==> src/design/mlfq_job_scheduler_core_assert.svh <==
// ----------------------------------------------------------------------------
// mlfq assertion macros
// shared concurrent assertion forms for the scheduler rtl
// ----------------------------------------------------------------------------
`ifndef MLFQ_JOB_SCHEDULER_CORE_ASSERT_SVH
`define MLFQ_JOB_SCHEDULER_CORE_ASSERT_SVH

// condition that holds at every edge out of reset
`define MLFQ_CHECK(label, cond, msg) \
  label: assert property (@(posedge clk) disable iff (rst) (cond)) else $error(msg);

// same-cycle implication
`define MLFQ_IMPLY(label, pre, post, msg) \
  label: assert property (@(posedge clk) disable iff (rst) (pre) |-> (post)) else $error(msg);

// next-cycle implication
`define MLFQ_NEXT(label, pre, post, msg) \
  label: assert property (@(posedge clk) disable iff (rst) (pre) |=> (post)) else $error(msg);

`endif

==> src/design/mlfq_pkg.sv <==
// ----------------------------------------------------------------------------
// mlfq_pkg
// types and constants of the three level feedback queue scheduler
// ----------------------------------------------------------------------------
`default_nettype none

package mlfq_pkg;

  localparam int LEVEL_DEPTH_DEF = 16;
  localparam int ID_BITS_DEF     = 16;
  localparam int NLEVELS         = 3;
  localparam int AGE_BITS        = 4;

  localparam logic [3:0] QUANTUM1_RST = 4'd1;
  localparam logic [3:0] QUANTUM2_RST = 4'd2;
  localparam logic [3:0] QUANTUM3_RST = 4'd5;
  localparam logic [3:0] AGING_RST    = 4'd10;

  typedef enum logic [1:0] {
    REG_QUANTUM1 = 2'd0,
    REG_QUANTUM2 = 2'd1,
    REG_QUANTUM3 = 2'd2,
    REG_AGING    = 2'd3
  } reg_idx_t;

  typedef enum logic [1:0] {
    OP_TICK    = 2'd0,
    OP_ENQUEUE = 2'd1,
    OP_DEQUEUE = 2'd2
  } op_t;

  typedef struct packed {
    logic [3:0] quantum1;
    logic [3:0] quantum2;
    logic [3:0] quantum3;
    logic [3:0] aging_limit;
  } cfg_t;

  typedef enum logic [3:0] {
    ST_IDLE,
    ST_RD,
    ST_WR,
    ST_OPS,
    ST_REQ,
    ST_SEL,
    ST_PUSH,
    ST_FIN
  } state_t;

  typedef enum logic [1:0] {
    MD_AGE,
    MD_DEQ,
    MD_POP
  } mode_t;

endpackage

`default_nettype wire

==> src/design/mlfq_job_scheduler_core.sv <==
// ----------------------------------------------------------------------------
// mlfq_job_scheduler_core
// three level feedback queue scheduler, one tick per start beat
// ----------------------------------------------------------------------------
// walk: every entry aged, every entry searched by a dequeue and every entry in the picked level
//   passes through a read state and a write state, one entry at a time through the single ram port
// throughput: one tick at a time, busy stays high until the done strobe
// done lasts one cycle and cannot be stalled by the receiver
// reset: synchronous, all queues empty, no job running, registers at defaults
`default_nettype none

`include "mlfq_job_scheduler_core_assert.svh"

module mlfq_job_scheduler_core #(
  parameter int LEVEL_DEPTH = mlfq_pkg::LEVEL_DEPTH_DEF,
  parameter int ID_BITS     = mlfq_pkg::ID_BITS_DEF
) (
  input  wire logic        clk,
  input  wire logic        rst,
  // tick command beat
  input  wire logic        start,
  output logic             busy,
  input  wire logic [1:0]  op,
  input  wire logic [15:0] dequeue_id,
  input  wire logic        running_done,
  // result beat
  output logic             done,
  output logic             running_valid,
  output logic [15:0]      running_job,
  output logic [1:0]       running_level,
  output logic [15:0]      assigned_id,
  output logic             queue_full,
  output logic             dequeue_found,
  output logic             switched,
  // configuration
  input  wire logic        psel,
  input  wire logic        penable,
  input  wire logic        pwrite,
  input  wire logic [3:0]  paddr,
  input  wire logic [31:0] pwdata,
  output logic [31:0]      prdata,
  output logic             pready
);

  localparam int NL    = mlfq_pkg::NLEVELS;
  localparam int AB    = mlfq_pkg::AGE_BITS;
  localparam int DEPTH = NL * LEVEL_DEPTH;
  localparam int AW    = $clog2(DEPTH);
  localparam int CW    = $clog2(LEVEL_DEPTH + 1);
  localparam int DW    = ID_BITS + AB;
  localparam int WB    = (ID_BITS > 16) ? ID_BITS : 16;
  localparam logic [CW-1:0] FULL_CNT = CW'(LEVEL_DEPTH);

  mlfq_pkg::cfg_t cfg;

  mlfq_cfg u_cfg (
    .clk     (clk),
    .rst     (rst),
    .psel    (psel),
    .penable (penable),
    .pwrite  (pwrite),
    .paddr   (paddr),
    .pwdata  (pwdata),
    .prdata  (prdata),
    .pready  (pready),
    .cfg     (cfg)
  );

  // queue storage: entry = {id, age}, level l occupies [l*depth, l*depth+depth)
  logic          ram_we;
  logic [AW-1:0] ram_waddr;
  logic [DW-1:0] ram_wdata;
  logic [AW-1:0] ram_raddr;
  logic [DW-1:0] ram_rdata;

  mlfq_ram #(.WIDTH(DW), .DEPTH(DEPTH)) u_ram (
    .clk   (clk),
    .we    (ram_we),
    .waddr (ram_waddr),
    .wdata (ram_wdata),
    .raddr (ram_raddr),
    .rdata (ram_rdata)
  );

  function automatic logic [AW-1:0] qaddr(input logic [1:0] l, input logic [CW-1:0] p);
    qaddr = AW'(int'(l) * LEVEL_DEPTH + int'(p));
  endfunction

  mlfq_pkg::state_t state, state_next;
  mlfq_pkg::mode_t  mode, mode_next;

  // scheduler state
  logic [ID_BITS-1:0] run_id, run_id_next;
  logic               run_valid, run_valid_next;
  logic [1:0]         run_level, run_level_next;
  logic [3:0]         slice_ticks, slice_ticks_next;
  logic [ID_BITS-1:0] id_counter, id_counter_next;
  logic [CW-1:0]      cnt [NL];
  logic [CW-1:0]      cnt_next [NL];

  // walk sequencer
  logic [1:0]         lv, lv_next;
  logic [CW-1:0]      rp, rp_next;
  logic [CW-1:0]      wp, wp_next;

  // per tick scratch
  logic [1:0]         op_r, op_r_next;
  logic [15:0]        deq_r, deq_r_next;
  logic               prev_valid, prev_valid_next;
  logic [ID_BITS-1:0] prev_id, prev_id_next;
  logic [ID_BITS-1:0] head_id, head_id_next;
  logic               full, full_next;
  logic               found, found_next;
  logic               sw, sw_next;
  logic [ID_BITS-1:0] assigned, assigned_next;
  logic               done_next;

  // walk data path
  logic [ID_BITS-1:0] e_id;
  logic [AB-1:0]      e_age;
  logic [AB-1:0]      age_inc;
  logic [ID_BITS-1:0] nid;
  logic [3:0]         quantum;
  logic               expired;
  logic [1:0]         drop_lv;
  logic               pick_ok;
  logic [1:0]         pick;

  assign e_id    = ram_rdata[DW-1:AB];
  assign e_age   = ram_rdata[AB-1:0];
  assign age_inc = (e_age == '1) ? e_age : e_age + AB'(1);
  assign nid     = id_counter + ID_BITS'(1);
  assign busy    = (state != mlfq_pkg::ST_IDLE);

  always_comb begin
    unique case (run_level)
      2'd2:    quantum = cfg.quantum2;
      2'd3:    quantum = cfg.quantum3;
      default: quantum = cfg.quantum1;
    endcase
  end

  assign expired = !run_valid || (slice_ticks >= ((quantum == 4'd0) ? 4'd1 : quantum));
  assign drop_lv = (run_level < 2'd3) ? run_level : 2'd2;

  // highest eligible nonempty level
  always_comb begin
    pick_ok = 1'b0;
    pick    = 2'd0;
    for (int i = NL - 1; i >= 0; i--) begin
      if (cnt[i] != '0 && (!run_valid || (i + 1) <= int'(run_level))) begin
        pick_ok = 1'b1;
        pick    = 2'(i);
      end
    end
  end

  // next state
  always_comb begin
    state_next = state;
    unique case (state)
      mlfq_pkg::ST_IDLE: begin
        if (start) begin
          state_next = mlfq_pkg::ST_RD;
        end
      end
      mlfq_pkg::ST_RD: begin
        if (rp < cnt[lv]) begin
          state_next = mlfq_pkg::ST_WR;
        end else begin
          case (mode)
            mlfq_pkg::MD_AGE: if (lv == 2'd2) state_next = mlfq_pkg::ST_OPS;
            mlfq_pkg::MD_DEQ: if (lv == 2'd2 || found) state_next = mlfq_pkg::ST_SEL;
            default:          state_next = mlfq_pkg::ST_PUSH;
          endcase
        end
      end
      mlfq_pkg::ST_WR:  state_next = mlfq_pkg::ST_RD;
      mlfq_pkg::ST_OPS: begin
        priority if (op_r == mlfq_pkg::OP_ENQUEUE) begin
          state_next = (cnt[0] < FULL_CNT && run_valid) ? mlfq_pkg::ST_REQ : mlfq_pkg::ST_SEL;
        end else if (op_r == mlfq_pkg::OP_DEQUEUE) begin
          state_next = (run_valid && WB'(run_id) == WB'(deq_r)) ?
                       mlfq_pkg::ST_SEL : mlfq_pkg::ST_RD;
        end else begin
          state_next = mlfq_pkg::ST_SEL;
        end
      end
      mlfq_pkg::ST_REQ: state_next = mlfq_pkg::ST_SEL;
      mlfq_pkg::ST_SEL: begin
        state_next = (expired && pick_ok) ? mlfq_pkg::ST_RD : mlfq_pkg::ST_FIN;
      end
      mlfq_pkg::ST_PUSH: state_next = mlfq_pkg::ST_FIN;
      mlfq_pkg::ST_FIN:  state_next = mlfq_pkg::ST_IDLE;
      default:           state_next = mlfq_pkg::ST_IDLE;
    endcase
  end

  // data path and ram control
  always_comb begin
    mode_next        = mode;
    run_id_next      = run_id;
    run_valid_next   = run_valid;
    run_level_next   = run_level;
    slice_ticks_next = slice_ticks;
    id_counter_next  = id_counter;
    for (int i = 0; i < NL; i++) cnt_next[i] = cnt[i];
    lv_next          = lv;
    rp_next          = rp;
    wp_next          = wp;
    op_r_next        = op_r;
    deq_r_next       = deq_r;
    prev_valid_next  = prev_valid;
    prev_id_next     = prev_id;
    head_id_next     = head_id;
    full_next        = full;
    found_next       = found;
    sw_next          = sw;
    assigned_next    = assigned;
    done_next        = 1'b0;
    ram_we           = 1'b0;
    ram_waddr        = '0;
    ram_wdata        = {e_id, e_age};
    ram_raddr        = qaddr(lv, rp);

    unique case (state)
      mlfq_pkg::ST_IDLE: begin
        if (start) begin
          if (slice_ticks != 4'd15) slice_ticks_next = slice_ticks + 4'd1;
          if (running_done) run_valid_next = 1'b0;
          prev_valid_next = run_valid;
          prev_id_next    = run_id;
          op_r_next       = op;
          deq_r_next      = dequeue_id;
          full_next       = 1'b0;
          found_next      = 1'b0;
          sw_next         = 1'b0;
          assigned_next   = '0;
          mode_next       = mlfq_pkg::MD_AGE;
          lv_next         = 2'd0;
          rp_next         = '0;
          wp_next         = '0;
        end
      end

      mlfq_pkg::ST_RD: begin
        if (!(rp < cnt[lv])) begin
          // level finished: compacted length is the write pointer
          cnt_next[lv] = wp;
          lv_next      = lv + 2'd1;
          rp_next      = '0;
          wp_next      = '0;
        end
      end

      mlfq_pkg::ST_WR: begin
        rp_next = rp + CW'(1);
        case (mode)
          mlfq_pkg::MD_AGE: begin
            if (lv != 2'd0 && age_inc >= cfg.aging_limit && cnt[lv - 2'd1] < FULL_CNT) begin
              // promote to the tail of the level above
              ram_we             = 1'b1;
              ram_waddr          = qaddr(lv - 2'd1, cnt[lv - 2'd1]);
              ram_wdata          = {e_id, AB'(0)};
              cnt_next[lv - 2'd1] = cnt[lv - 2'd1] + CW'(1);
            end else begin
              ram_we    = 1'b1;
              ram_waddr = qaddr(lv, wp);
              ram_wdata = {e_id, age_inc};
              wp_next   = wp + CW'(1);
            end
          end
          mlfq_pkg::MD_DEQ: begin
            if (!found && WB'(e_id) == WB'(deq_r)) begin
              found_next = 1'b1;
            end else begin
              ram_we    = 1'b1;
              ram_waddr = qaddr(lv, wp);
              wp_next   = wp + CW'(1);
            end
          end
          default: begin
            if (rp == '0) begin
              head_id_next = e_id;
            end else begin
              ram_we    = 1'b1;
              ram_waddr = qaddr(lv, wp);
              wp_next   = wp + CW'(1);
            end
          end
        endcase
      end

      mlfq_pkg::ST_OPS: begin
        priority if (op_r == mlfq_pkg::OP_ENQUEUE) begin
          if (cnt[0] < FULL_CNT) begin
            ram_we          = 1'b1;
            ram_waddr       = qaddr(2'd0, cnt[0]);
            ram_wdata       = {nid, AB'(0)};
            cnt_next[0]     = cnt[0] + CW'(1);
            id_counter_next = nid;
            assigned_next   = nid;
          end else begin
            full_next = 1'b1;
          end
        end else if (op_r == mlfq_pkg::OP_DEQUEUE) begin
          if (run_valid && WB'(run_id) == WB'(deq_r)) begin
            run_valid_next = 1'b0;
            found_next     = 1'b1;
          end else begin
            mode_next = mlfq_pkg::MD_DEQ;
            lv_next   = 2'd0;
            rp_next   = '0;
            wp_next   = '0;
          end
        end else begin
          found_next = found;
        end
      end

      mlfq_pkg::ST_REQ: begin
        // preempted job back to the tail of its own level
        if (cnt[run_level - 2'd1] < FULL_CNT) begin
          ram_we                   = 1'b1;
          ram_waddr                = qaddr(run_level - 2'd1, cnt[run_level - 2'd1]);
          ram_wdata                = {run_id, AB'(0)};
          cnt_next[run_level - 2'd1] = cnt[run_level - 2'd1] + CW'(1);
        end else begin
          full_next = 1'b1;
        end
        run_valid_next = 1'b0;
      end

      mlfq_pkg::ST_SEL: begin
        if (expired) begin
          slice_ticks_next = 4'd0;
          if (pick_ok) begin
            mode_next = mlfq_pkg::MD_POP;
            lv_next   = pick;
            rp_next   = '0;
            wp_next   = '0;
          end else if (run_valid && run_level < 2'd3) begin
            run_level_next = run_level + 2'd1;
          end
        end
      end

      mlfq_pkg::ST_PUSH: begin
        // lv has stepped one past the picked level, so it is that level counted from one
        if (run_valid) begin
          if (cnt[drop_lv] < FULL_CNT) begin
            ram_we            = 1'b1;
            ram_waddr         = qaddr(drop_lv, cnt[drop_lv]);
            ram_wdata         = {run_id, AB'(0)};
            cnt_next[drop_lv] = cnt[drop_lv] + CW'(1);
          end else begin
            full_next = 1'b1;
          end
        end
        run_id_next    = head_id;
        run_level_next = lv;
        run_valid_next = 1'b1;
        sw_next        = !prev_valid || prev_id != head_id;
      end

      mlfq_pkg::ST_FIN: begin
        done_next = 1'b1;
      end

      default: begin
        done_next = 1'b0;
      end
    endcase
  end

  always_ff @(posedge clk) begin
    if (rst) begin
      state       <= mlfq_pkg::ST_IDLE;
      mode        <= mlfq_pkg::MD_AGE;
      run_id      <= '0;
      run_valid   <= 1'b0;
      run_level   <= 2'd1;
      slice_ticks <= 4'd0;
      id_counter  <= '0;
      for (int i = 0; i < NL; i++) cnt[i] <= '0;
      lv          <= 2'd0;
      rp          <= '0;
      wp          <= '0;
      done        <= 1'b0;
    end else begin
      state       <= state_next;
      mode        <= mode_next;
      run_id      <= run_id_next;
      run_valid   <= run_valid_next;
      run_level   <= run_level_next;
      slice_ticks <= slice_ticks_next;
      id_counter  <= id_counter_next;
      for (int i = 0; i < NL; i++) cnt[i] <= cnt_next[i];
      lv          <= lv_next;
      rp          <= rp_next;
      wp          <= wp_next;
      done        <= done_next;
    end
  end

  // tick scratch and result payload
  always_ff @(posedge clk) begin
    op_r       <= op_r_next;
    deq_r      <= deq_r_next;
    prev_valid <= prev_valid_next;
    prev_id    <= prev_id_next;
    head_id    <= head_id_next;
    full       <= full_next;
    found      <= found_next;
    sw         <= sw_next;
    assigned   <= assigned_next;
    if (state == mlfq_pkg::ST_FIN) begin
      running_valid <= run_valid;
      running_job   <= run_valid ? 16'(run_id) : 16'd0;
      running_level <= run_valid ? run_level : 2'd0;
      assigned_id   <= 16'(assigned);
      queue_full    <= full;
      dequeue_found <= found;
      switched      <= sw;
    end
  end

  `MLFQ_NEXT(a_accept_busy, start && !busy, busy, "tick accepted but block not busy")
  `MLFQ_IMPLY(a_done_from_fin, done, $past(state) == mlfq_pkg::ST_FIN, "stray result strobe")
  `MLFQ_CHECK(a_cnt_bound, cnt[0] <= FULL_CNT && cnt[1] <= FULL_CNT && cnt[2] <= FULL_CNT, "level count overflow")
  `MLFQ_IMPLY(a_idle_result, done && !running_valid, running_job == 16'd0 && running_level == 2'd0, "idle result not zero")
  `MLFQ_CHECK(a_level_range, run_level != 2'd0, "run level out of range")

endmodule

`default_nettype wire

==> src/design/mlfq_ram.sv <==
// ----------------------------------------------------------------------------
// mlfq_ram
// generic single write port ram with one registered read port
// ----------------------------------------------------------------------------
`default_nettype none

module mlfq_ram #(
  parameter int WIDTH = 20,
  parameter int DEPTH = 48
) (
  input  wire logic                     clk,
  input  wire logic                     we,
  input  wire logic [$clog2(DEPTH)-1:0] waddr,
  input  wire logic [WIDTH-1:0]         wdata,
  input  wire logic [$clog2(DEPTH)-1:0] raddr,
  output logic      [WIDTH-1:0]         rdata
);

  logic [WIDTH-1:0] mem [DEPTH];

  always_ff @(posedge clk) begin
    if (we) begin
      mem[waddr] <= wdata;
    end
    rdata <= mem[raddr];
  end

endmodule

`default_nettype wire

==> src/design/mlfq_cfg.sv <==
// ----------------------------------------------------------------------------
// mlfq_cfg
// apb register file holding slice lengths and the aging limit
// ----------------------------------------------------------------------------
`default_nettype none

module mlfq_cfg (
  input  wire logic           clk,
  input  wire logic           rst,
  input  wire logic           psel,
  input  wire logic           penable,
  input  wire logic           pwrite,
  input  wire logic [3:0]     paddr,
  input  wire logic [31:0]    pwdata,
  output logic      [31:0]    prdata,
  output logic                pready,
  output mlfq_pkg::cfg_t      cfg
);

  mlfq_pkg::reg_idx_t idx;
  logic               wr;

  assign idx    = mlfq_pkg::reg_idx_t'(paddr[3:2]);
  assign wr     = psel && penable && pwrite;
  assign pready = 1'b1;

  always_ff @(posedge clk) begin
    if (rst) begin
      cfg.quantum1    <= mlfq_pkg::QUANTUM1_RST;
      cfg.quantum2    <= mlfq_pkg::QUANTUM2_RST;
      cfg.quantum3    <= mlfq_pkg::QUANTUM3_RST;
      cfg.aging_limit <= mlfq_pkg::AGING_RST;
    end else if (wr) begin
      unique case (idx)
        mlfq_pkg::REG_QUANTUM1: cfg.quantum1    <= pwdata[3:0];
        mlfq_pkg::REG_QUANTUM2: cfg.quantum2    <= pwdata[3:0];
        mlfq_pkg::REG_QUANTUM3: cfg.quantum3    <= pwdata[3:0];
        mlfq_pkg::REG_AGING:    cfg.aging_limit <= pwdata[3:0];
      endcase
    end
  end

  always_comb begin
    unique case (idx)
      mlfq_pkg::REG_QUANTUM1: prdata = {28'd0, cfg.quantum1};
      mlfq_pkg::REG_QUANTUM2: prdata = {28'd0, cfg.quantum2};
      mlfq_pkg::REG_QUANTUM3: prdata = {28'd0, cfg.quantum3};
      mlfq_pkg::REG_AGING:    prdata = {28'd0, cfg.aging_limit};
    endcase
  end

endmodule

`default_nettype wire
==> config.mk <==
export PLATFORM = sky130hd
export DESIGN_NAME = mlfq_job_scheduler_core
export DESIGN_NICKNAME = d
export VERILOG_FILES = /design/src/design/mlfq_pkg.sv /design/src/design/mlfq_job_scheduler_core.sv /design/src/design/mlfq_ram.sv /design/src/design/mlfq_cfg.sv
export VERILOG_INCLUDE_DIRS = /design/src /design/src/design
export SDC_FILE = /design/constraint.sdc
export NUM_CORES = 2
export LEC_CHECK = 0
export BUFFER_PORTS_ARGS = -buffer_cell sky130_fd_sc_hd__buf_2
export CAP_MARGIN = 20
export CELL_PAD_IN_SITES_DETAIL_PLACEMENT = 0
export CELL_PAD_IN_SITES_GLOBAL_PLACEMENT = 1
export CORE_MARGIN = 5
export CORE_UTILIZATION = 54
export CTS_CLUSTER_DIAMETER = 80
export DETAILED_ROUTE_END_ITERATION = 16
export GPL_TIMING_DRIVEN = 1
export HOLD_SLACK_MARGIN = 0.12
export PLACE_DENSITY_LB_ADDON = 0.1
export RECOVER_POWER = 50
export SYNTH_ARGS = -nofsm -noshare
export SYNTH_HDL_FRONTEND = slang
export SYNTH_SLANG_ARGS = --single-unit
==> constraint.sdc <==
create_clock -name clk -period 5.5 [get_ports clk]
set_input_delay 0.275 -clock clk [delete_from_list [all_inputs] [get_ports clk]]
set_output_delay 0.275 -clock clk [all_outputs]
set_load 0.01 [all_outputs]
# [Word-level counts from Yosys, hierarchy flattened]
# Memories as Yosys holds them, arrays and structs flattened. A register that Yosys moved wholly into a read port is not among the register bits.
# Index checks and enable logic that the tools add are counted.
[totals] ff_bits=182 ramBits=975 out_inout_bits=73 mem_count=2
[op_classes] addsub=18 order_cmp=19 n_eq_ne=46 muxes=141 n_bitwise=8 n_reduce_logical=64
[mem_list] memory="u_ram.mem" words=48 word_bits=20 rd=1 rd_ports_with_merged_regs=1 wr=1 line="mlfq_ram.sv:19" text="logic [WIDTH-1:0] mem [DEPTH];"
[mem_list] memory="cnt" words=3 word_bits=5 rd=7 rd_ports_with_merged_regs=1 wr=3 line="mlfq_job_scheduler_core.sv:98" text="logic [CW-1:0] cnt [NL];"
[op_table] cell="case mux 32 bit (4 select lines)" n=1
[op_table] cell="two-way mux 5 bit" n=21
[op_table] cell="two-way mux 20 bit" n=5
[op_table] cell="two-way mux 15 bit" n=6
[op_table] cell="case mux 20 bit (4 select lines)" n=1
[op_table] cell="case mux 5 bit (5 select lines)" n=3
[op_table] cell="bitwise mux 15 bit" n=4
[op_table] cell="two-way mux 16 bit" n=3
[op_table] cell="two-way mux 4 bit" n=11
[op_table] cell="two-way mux 2 bit" n=21
[op_table] cell="demux 5 bit (select 2 bit)" n=4
[op_table] cell="case mux 10 bit (4 select lines)" n=1
[op_table] cell="inequality test 2 bit, second input constant" n=19
[op_table] cell="two-way mux 6 bit" n=6
[op_table] cell="two-way mux 1 bit" n=33
[op_table] cell="equality test 16 bit" n=2
[op_table] cell="case mux 16 bit (2 select lines)" n=1
[op_table] cell="adder 5 x 1 -> 5 bit, second input constant" n=6
[op_table] cell="adder 6 x 5 -> 6 bit" n=5
[op_table] cell="case mux 4 bit (7 select lines)" n=1
[op_table] cell="case mux 4 bit (2 select lines)" n=3
[op_table] cell="case mux 6 bit (4 select lines)" n=1
[op_table] cell="AND reduction 7 bit" n=3
[op_table] cell="less-than comparator 5 bit, second input constant" n=4
[op_table] cell="51 further kinds" n=131

# [Longest topological paths before layout]
[logic_depth] depth_word=12 mapped_depth=17

# [Hierarchy]
# Synthesis repeated with hierarchy kept, for this count alone.
[unflattened] cells_unflattened=3051 area_unflattened_um2=49068.3
[by_module_without_submodules] mod="mlfq_ram" n_inst=1 cells_each=1850 area_per_inst_um2=37723.7 seq_area_each_um2=29228.0
[by_module_without_submodules] mod="mlfq_job_scheduler_core" n_inst=1 cells_each=1099 area_per_inst_um2=10347.4 seq_area_each_um2=4724.5
[by_module_without_submodules] mod="mlfq_cfg" n_inst=1 cells_each=102 area_per_inst_um2=997.2 seq_area_each_um2=320.3

# [Least setup slack after synthesis]
# OpenSTA, ideal clock, no wires.
[synth_timing] path_kind="reg-to-reg" start="register u_ram.rdata[0] (read register of u_ram.mem)" end="memory u_ram.mem[0][0] (data pin)" setup_time_ns=0.578 t_arrival_ns=3.722 required_time_ns=4.922 path_slack_ns=1.201 path_stages_with_launch=10 path_buffers=0 path_cell_list="dfxtp_1 ha_1 nand3_1 mux2_2 ha_1 o211ai_1 o21ai_1 nand2_2 nand3_1 o21ai_0"
[synth_between] elab_chain_len=8 word_cells_on_any_way=14 classes_between="add/sub (1); order compare (1); eq/ne (1); mux (9); reduce/logical (2)"
[synth_rtl] element="start, declared" line="mlfq_ram.sv:16" text="output logic [WIDTH-1:0] rdata"
[synth_rtl] element="adder 4 x 1 -> 4 bit / equality test 4 bit (equally long branches)" line="mlfq_job_scheduler_core.sv:131" text="assign age_inc = (e_age == '1) ? e_age : e_age + AB'(1);"
[synth_rtl] element="two-way mux 4 bit" line="mlfq_job_scheduler_core.sv:131"
[synth_rtl] element=">= comparator 4 bit" line="mlfq_job_scheduler_core.sv:260" text="if (lv != 2'd0 && age_inc >= cfg.aging_limit && cnt[lv - 2'd1] < FULL_CNT) begin"
[synth_rtl] element="logical AND 1 bit (2 in series)" line="mlfq_job_scheduler_core.sv:260"
[synth_rtl] element="two-way mux 4 bit" line="mlfq_job_scheduler_core.sv:260"
[synth_rtl] element="two-way mux 4 bit" line="mlfq_job_scheduler_core.sv:258" text="case (mode)"
[synth_rtl] element="case mux 20 bit (4 select lines) (*)" line="mlfq_job_scheduler_core.sv:226" text="unique case (state)"
[synth_rtl] element="net ram_wdata[0]" line="mlfq_job_scheduler_core.sv:72" text="logic [DW-1:0] ram_wdata;"
[synth_rtl] element="end, declared" line="mlfq_ram.sv:19"
# Mark *: on every way through the listed nets, which the timed path passes. The rest lies on a longest branch.

# [Final worst setup path]
[layout_timing] start="register state[2]" end="memory u_ram.mem[13][0] (data pin)"
[layout_between] elab_chain_len=2 word_cells_on_any_way=5 classes_between="eq/ne (4); mux (1)"
[layout_rtl] element="start, declared" line="mlfq_job_scheduler_core.sv:89" text="mlfq_pkg::state_t state, state_next;"
[layout_rtl] element="start signal, assigned" line="mlfq_job_scheduler_core.sv:378" text="state <= mlfq_pkg::ST_IDLE;"
[layout_rtl] element="start signal, assigned" line="mlfq_job_scheduler_core.sv:391" text="state <= state_next;"
[layout_rtl] element="equality test 4 x 3 -> 1 bit / equality test 4 x 2 -> 1 bit (equally long branches)" line="mlfq_job_scheduler_core.sv:226"
[layout_rtl] element="case mux 20 bit (4 select lines) (*)" line="mlfq_job_scheduler_core.sv:226"
[layout_rtl] element="net ram_wdata[0]" line="mlfq_job_scheduler_core.sv:72"
# Marked as above.

==> results_dict.tcl <==
set metrics [dict create \
    status "finished with violations" \
    violations_in_the_final_reports "capacitance limit, slew limit" \
    synthesis.yosys.warnings 0 \
    syn_avg_cell_area_um2 18.0 \
    global_route.usage.total_pct 23.9 \
    min_delay_path_depth 5 \
    wl_per_cell_um 27.6 \
    numClockSinks 1178 \
    vias 25315 \
    drt_iter0_markers 2521 \
    cap_violations 6 \
    worst_slew_margin_rel_pct -34.0 \
    syn_inst 2674 \
    floorplan.die_area_um2 95400 \
    cts.htree.levels 3 \
    timing_worst_setup_path_type "register to register" \
    clock-root-buffer "sky130_fd_sc_hd__clkbuf_16" \
    yosysTopAreaCell "sky130_fd_sc_hd__edfxtp_1" \
    timing.fmax_ghz 0.214 \
    boundaryPins 134 \
    floorplan.rows 109 \
    post_synth_instance_area_um2 48200 \
    final_util_pct 61.4 \
    numCtsBuffers 116 \
    global_route_wire_length_before_repair_um 169000 \
    yosysSeqAreaShare_pct 71.1 \
    clock-skew-final_ns 0.0334 \
    dieWidth_um 309 \
    report.final.hold_viol_count 0 \
    critPathMaxFanout 42 \
    power.leakage_nw 17.1 \
    cts.repair_timing.setup_buffer_count 0 \
    report.final.setup_viol 0 \
    insertedDiodeCount 0 \
    num-nets-final 2952 \
    worst_r2r_path_depth 7 \
    clk_pin_slew_ns 0.06 \
    global_route.overflow_total 0 \
    finalWeightedCongestion 0.863 \
    grt_start_max_net_pins 143 \
    die_h_um 309 \
    report.final.slew_viol_count 242 \
    number_of_antenna_violations_at_the_first_check_in_global_routing 1 \
    multi_input_comb_area_um2 13300 \
    routed_wl_um 114000 \
    synth_enable_flop_cells 1068 \
    fin_crit_ns 4.67 \
    ir_drop_v 0.000388 \
    p_per_area_nw_per_um2 450 \
    place.detailed.hpwl_um 70500 \
    synth_cell_type_count 77 \
    layout-area-overhead-vs-synth_pct 12.7 \
    critPathLaunchType "register" \
    seq_area_um2 34300 \
    design.core.area_um2 88500 \
    top_area_cell_type_share_of_the_netlist_area_pct 66.5 \
    asyncSetResetFlopFracSynth_pct 0 \
    dr.pass1.iters 6 \
    critical_path_required_ns 5.73 \
    num-fill-cells 6366 \
    endpoint_kind "register" \
    first_global_vias 25311 \
    min_path_type "input pin to register" \
    worst_ep_arrival_time_ns 4.91 \
    viasPerCell 6.15 \
    period_share_pct 85.0 \
    clock_tree.buffer_depth 3 \
    clk_latency_ns 0.70 \
    tightestPinTransition_ns 2.01 \
    synth_top_cells_by_area "sky130_fd_sc_hd__edfxtp_1 (66%), sky130_fd_sc_hd__mux4_2 (14%), sky130_fd_sc_hd__dfxtp_1 (4.6%)" \
    final_layout_size_suffix_gt1_share_pct 23.2 \
    place.port_buffers 74 \
    route.detailed.drc 0 \
    register_bit_total_from_synthesis 1178 \
    summed_negative_setup_slack_over_all_endpoints_ns 0 \
    grt_setup_unrepaired "false" \
    postRouteAntennaNets 0 \
    tritoncts "yes" \
    synth_flop_cell "sky130_fd_sc_hd__edfxtp_1" \
    initial_standard_cell_utilization_of_the_core_pct 54.5 \
]
-- where the power goes --
group,internal [mW],leakage [nW],switching (mW)
clock,4.44,1.84,3.29
combinational,1.89,4.65,3.26
sequential,11.3,10.6,0.274
total,17.6,17.1,6.82
-- metrics by stage --
stage               power, mW  area [um2]  hold WS (ns)  setup slack, ns  std cells
detailed placement       17.0       50500         0.406            0.953       3874
CTS                      24.7       54500         0.136            0.920       4116
finish                   24.5       54400         0.172            0.827       4118
global placement         16.8       50500         0.404            0.917       3870
floorplan                15.1       48300         0.374             1.20       2701
global route             25.5       54400         0.182            0.422       4118
-- path summary, 6_finish.rpt --
path	from	endpoint	slack (ns)
max	state[2]	u_ram.mem[13][0]	0.83
min	penable	u_cfg.cfg[15]	0.17
max reg2reg	state[2]	u_ram.mem[13][0]	0.83
min reg2reg	assigned[0]	assigned_id[0]	0.42
-- sequential cells by signal, indices dropped and copies added, names as in the netlist, 2 cells and up, named ones only --
register       flops
lv                 2
assigned          16
running_level      2
op_r               2
prev_id           16
wp                 5
run_level          2
u_ram.rdata       20
u_cfg.cfg         16
deq_r             16
slice_ticks        4
head_id           16
assigned_id       16
state              3
running_job       16
u_ram.mem        960
mode               2
rp                 5
run_id            16
id_counter        16
-- layout by cell type (no fill, tap or decap), types with 22 or more instances in the layout --
cell type                       netlist  final
sky130_fd_sc_hd__buf_4               31     87
sky130_fd_sc_hd__clkbuf_16            0    120
sky130_fd_sc_hd__nor2_1             169    121
sky130_fd_sc_hd__inv_1               33     34
sky130_fd_sc_hd__nand2_1            104    104
sky130_fd_sc_hd__buf_2               14     23
sky130_fd_sc_hd__nor2_2               0     48
sky130_fd_sc_hd__nand3_1             38     38
sky130_fd_sc_hd__clkinv_2             0     24
sky130_fd_sc_hd__mux2i_1             58     58
sky130_fd_sc_hd__dlygate4sd3_1        0     24
sky130_fd_sc_hd__conb_1               2     29
sky130_fd_sc_hd__xor2_1              33     32
sky130_fd_sc_hd__edfxtp_1          1068   1068
sky130_fd_sc_hd__dfxtp_1            110    106
sky130_fd_sc_hd__xnor2_1             54     54
sky130_fd_sc_hd__o21ai_0             77     74
sky130_fd_sc_hd__clkbuf_1           109     84
sky130_fd_sc_hd__ha_1                38     38
sky130_fd_sc_hd__a21oi_1            105    105
sky130_fd_sc_hd__clkinv_1             0     22
sky130_fd_sc_hd__mux4_2             304    304
-- what timing repair did --
action                                 CTS  global route
setup endpoints to repair                0             0
resized for setup                        0             0
endpoints found under the hold margin   40             0
hold buffers                            24             0
-- synthesized netlist by cell type (all sizes together) (9+ instances only) --
cell type     n
a211oi       22
a21oi       105
a22oi         9
a32oi         9
and2         22
and3          9
buf          77
clkbuf      109
dfxtp       110
edfxtp     1068
ha           38
inv          34
mux2i        58
mux4        304
nand2       105
nand3        39
nand4        14
nor2        169
nor2b        11
nor3         20
nor4         11
o21ai        83
or3          13
xnor2        54
xor2         33
-- logic make-up after synthesis --
| kind of cell | share of synthesized area [%] |
|---|---|
| DFF | 71.1 |
| and+or+nand+nor | 4.47 |
| muxes | 15.6 |
| AOI/OAI and AO/OA | 4.36 |
| buffers and inverters | 1.99 |
| xor gates and xnor gates | 1.58 |
| adders and majority gates | 0.986 |
| other | 0.0156 |
-- cell type report --
| cell class | count | share of cell area [%] |
|---|---|---|
| well taps | 1165 | 2.68 |
| repair buffers | 220 | 2.68 |
| clock inverters | 69 | 1.08 |
| multi-input cells | 1303 | 24.4 |
| inverters | 34 | 0.235 |
| clock buffers | 149 | 5.81 |
| flip-flops and latches | 1178 | 63.1 |
-- critical path: stages (launching register included) --
cell and delay, ns:
sky130_fd_sc_hd__dfxtp_1 0.59, sky130_fd_sc_hd__clkbuf_1 0.42, sky130_fd_sc_hd__nor2b_1 0.34, sky130_fd_sc_hd__nand2_1 0.37, sky130_fd_sc_hd__o221ai_1 0.63, sky130_fd_sc_hd__nand2_1 0.13
sky130_fd_sc_hd__o21ai_0 0.34, sky130_fd_sc_hd__clkbuf_1 1.35
-- layer usage --
metal	GRT usage, %	routed length [um]	up-vias
met1	33.9	46900	13064
li1	-	-	11088
met4	6.19	3080	0
met5	0	0	-
met3	4.51	8390	171
met2	39.2	55400	992
(Power assumes the default switching activity.)
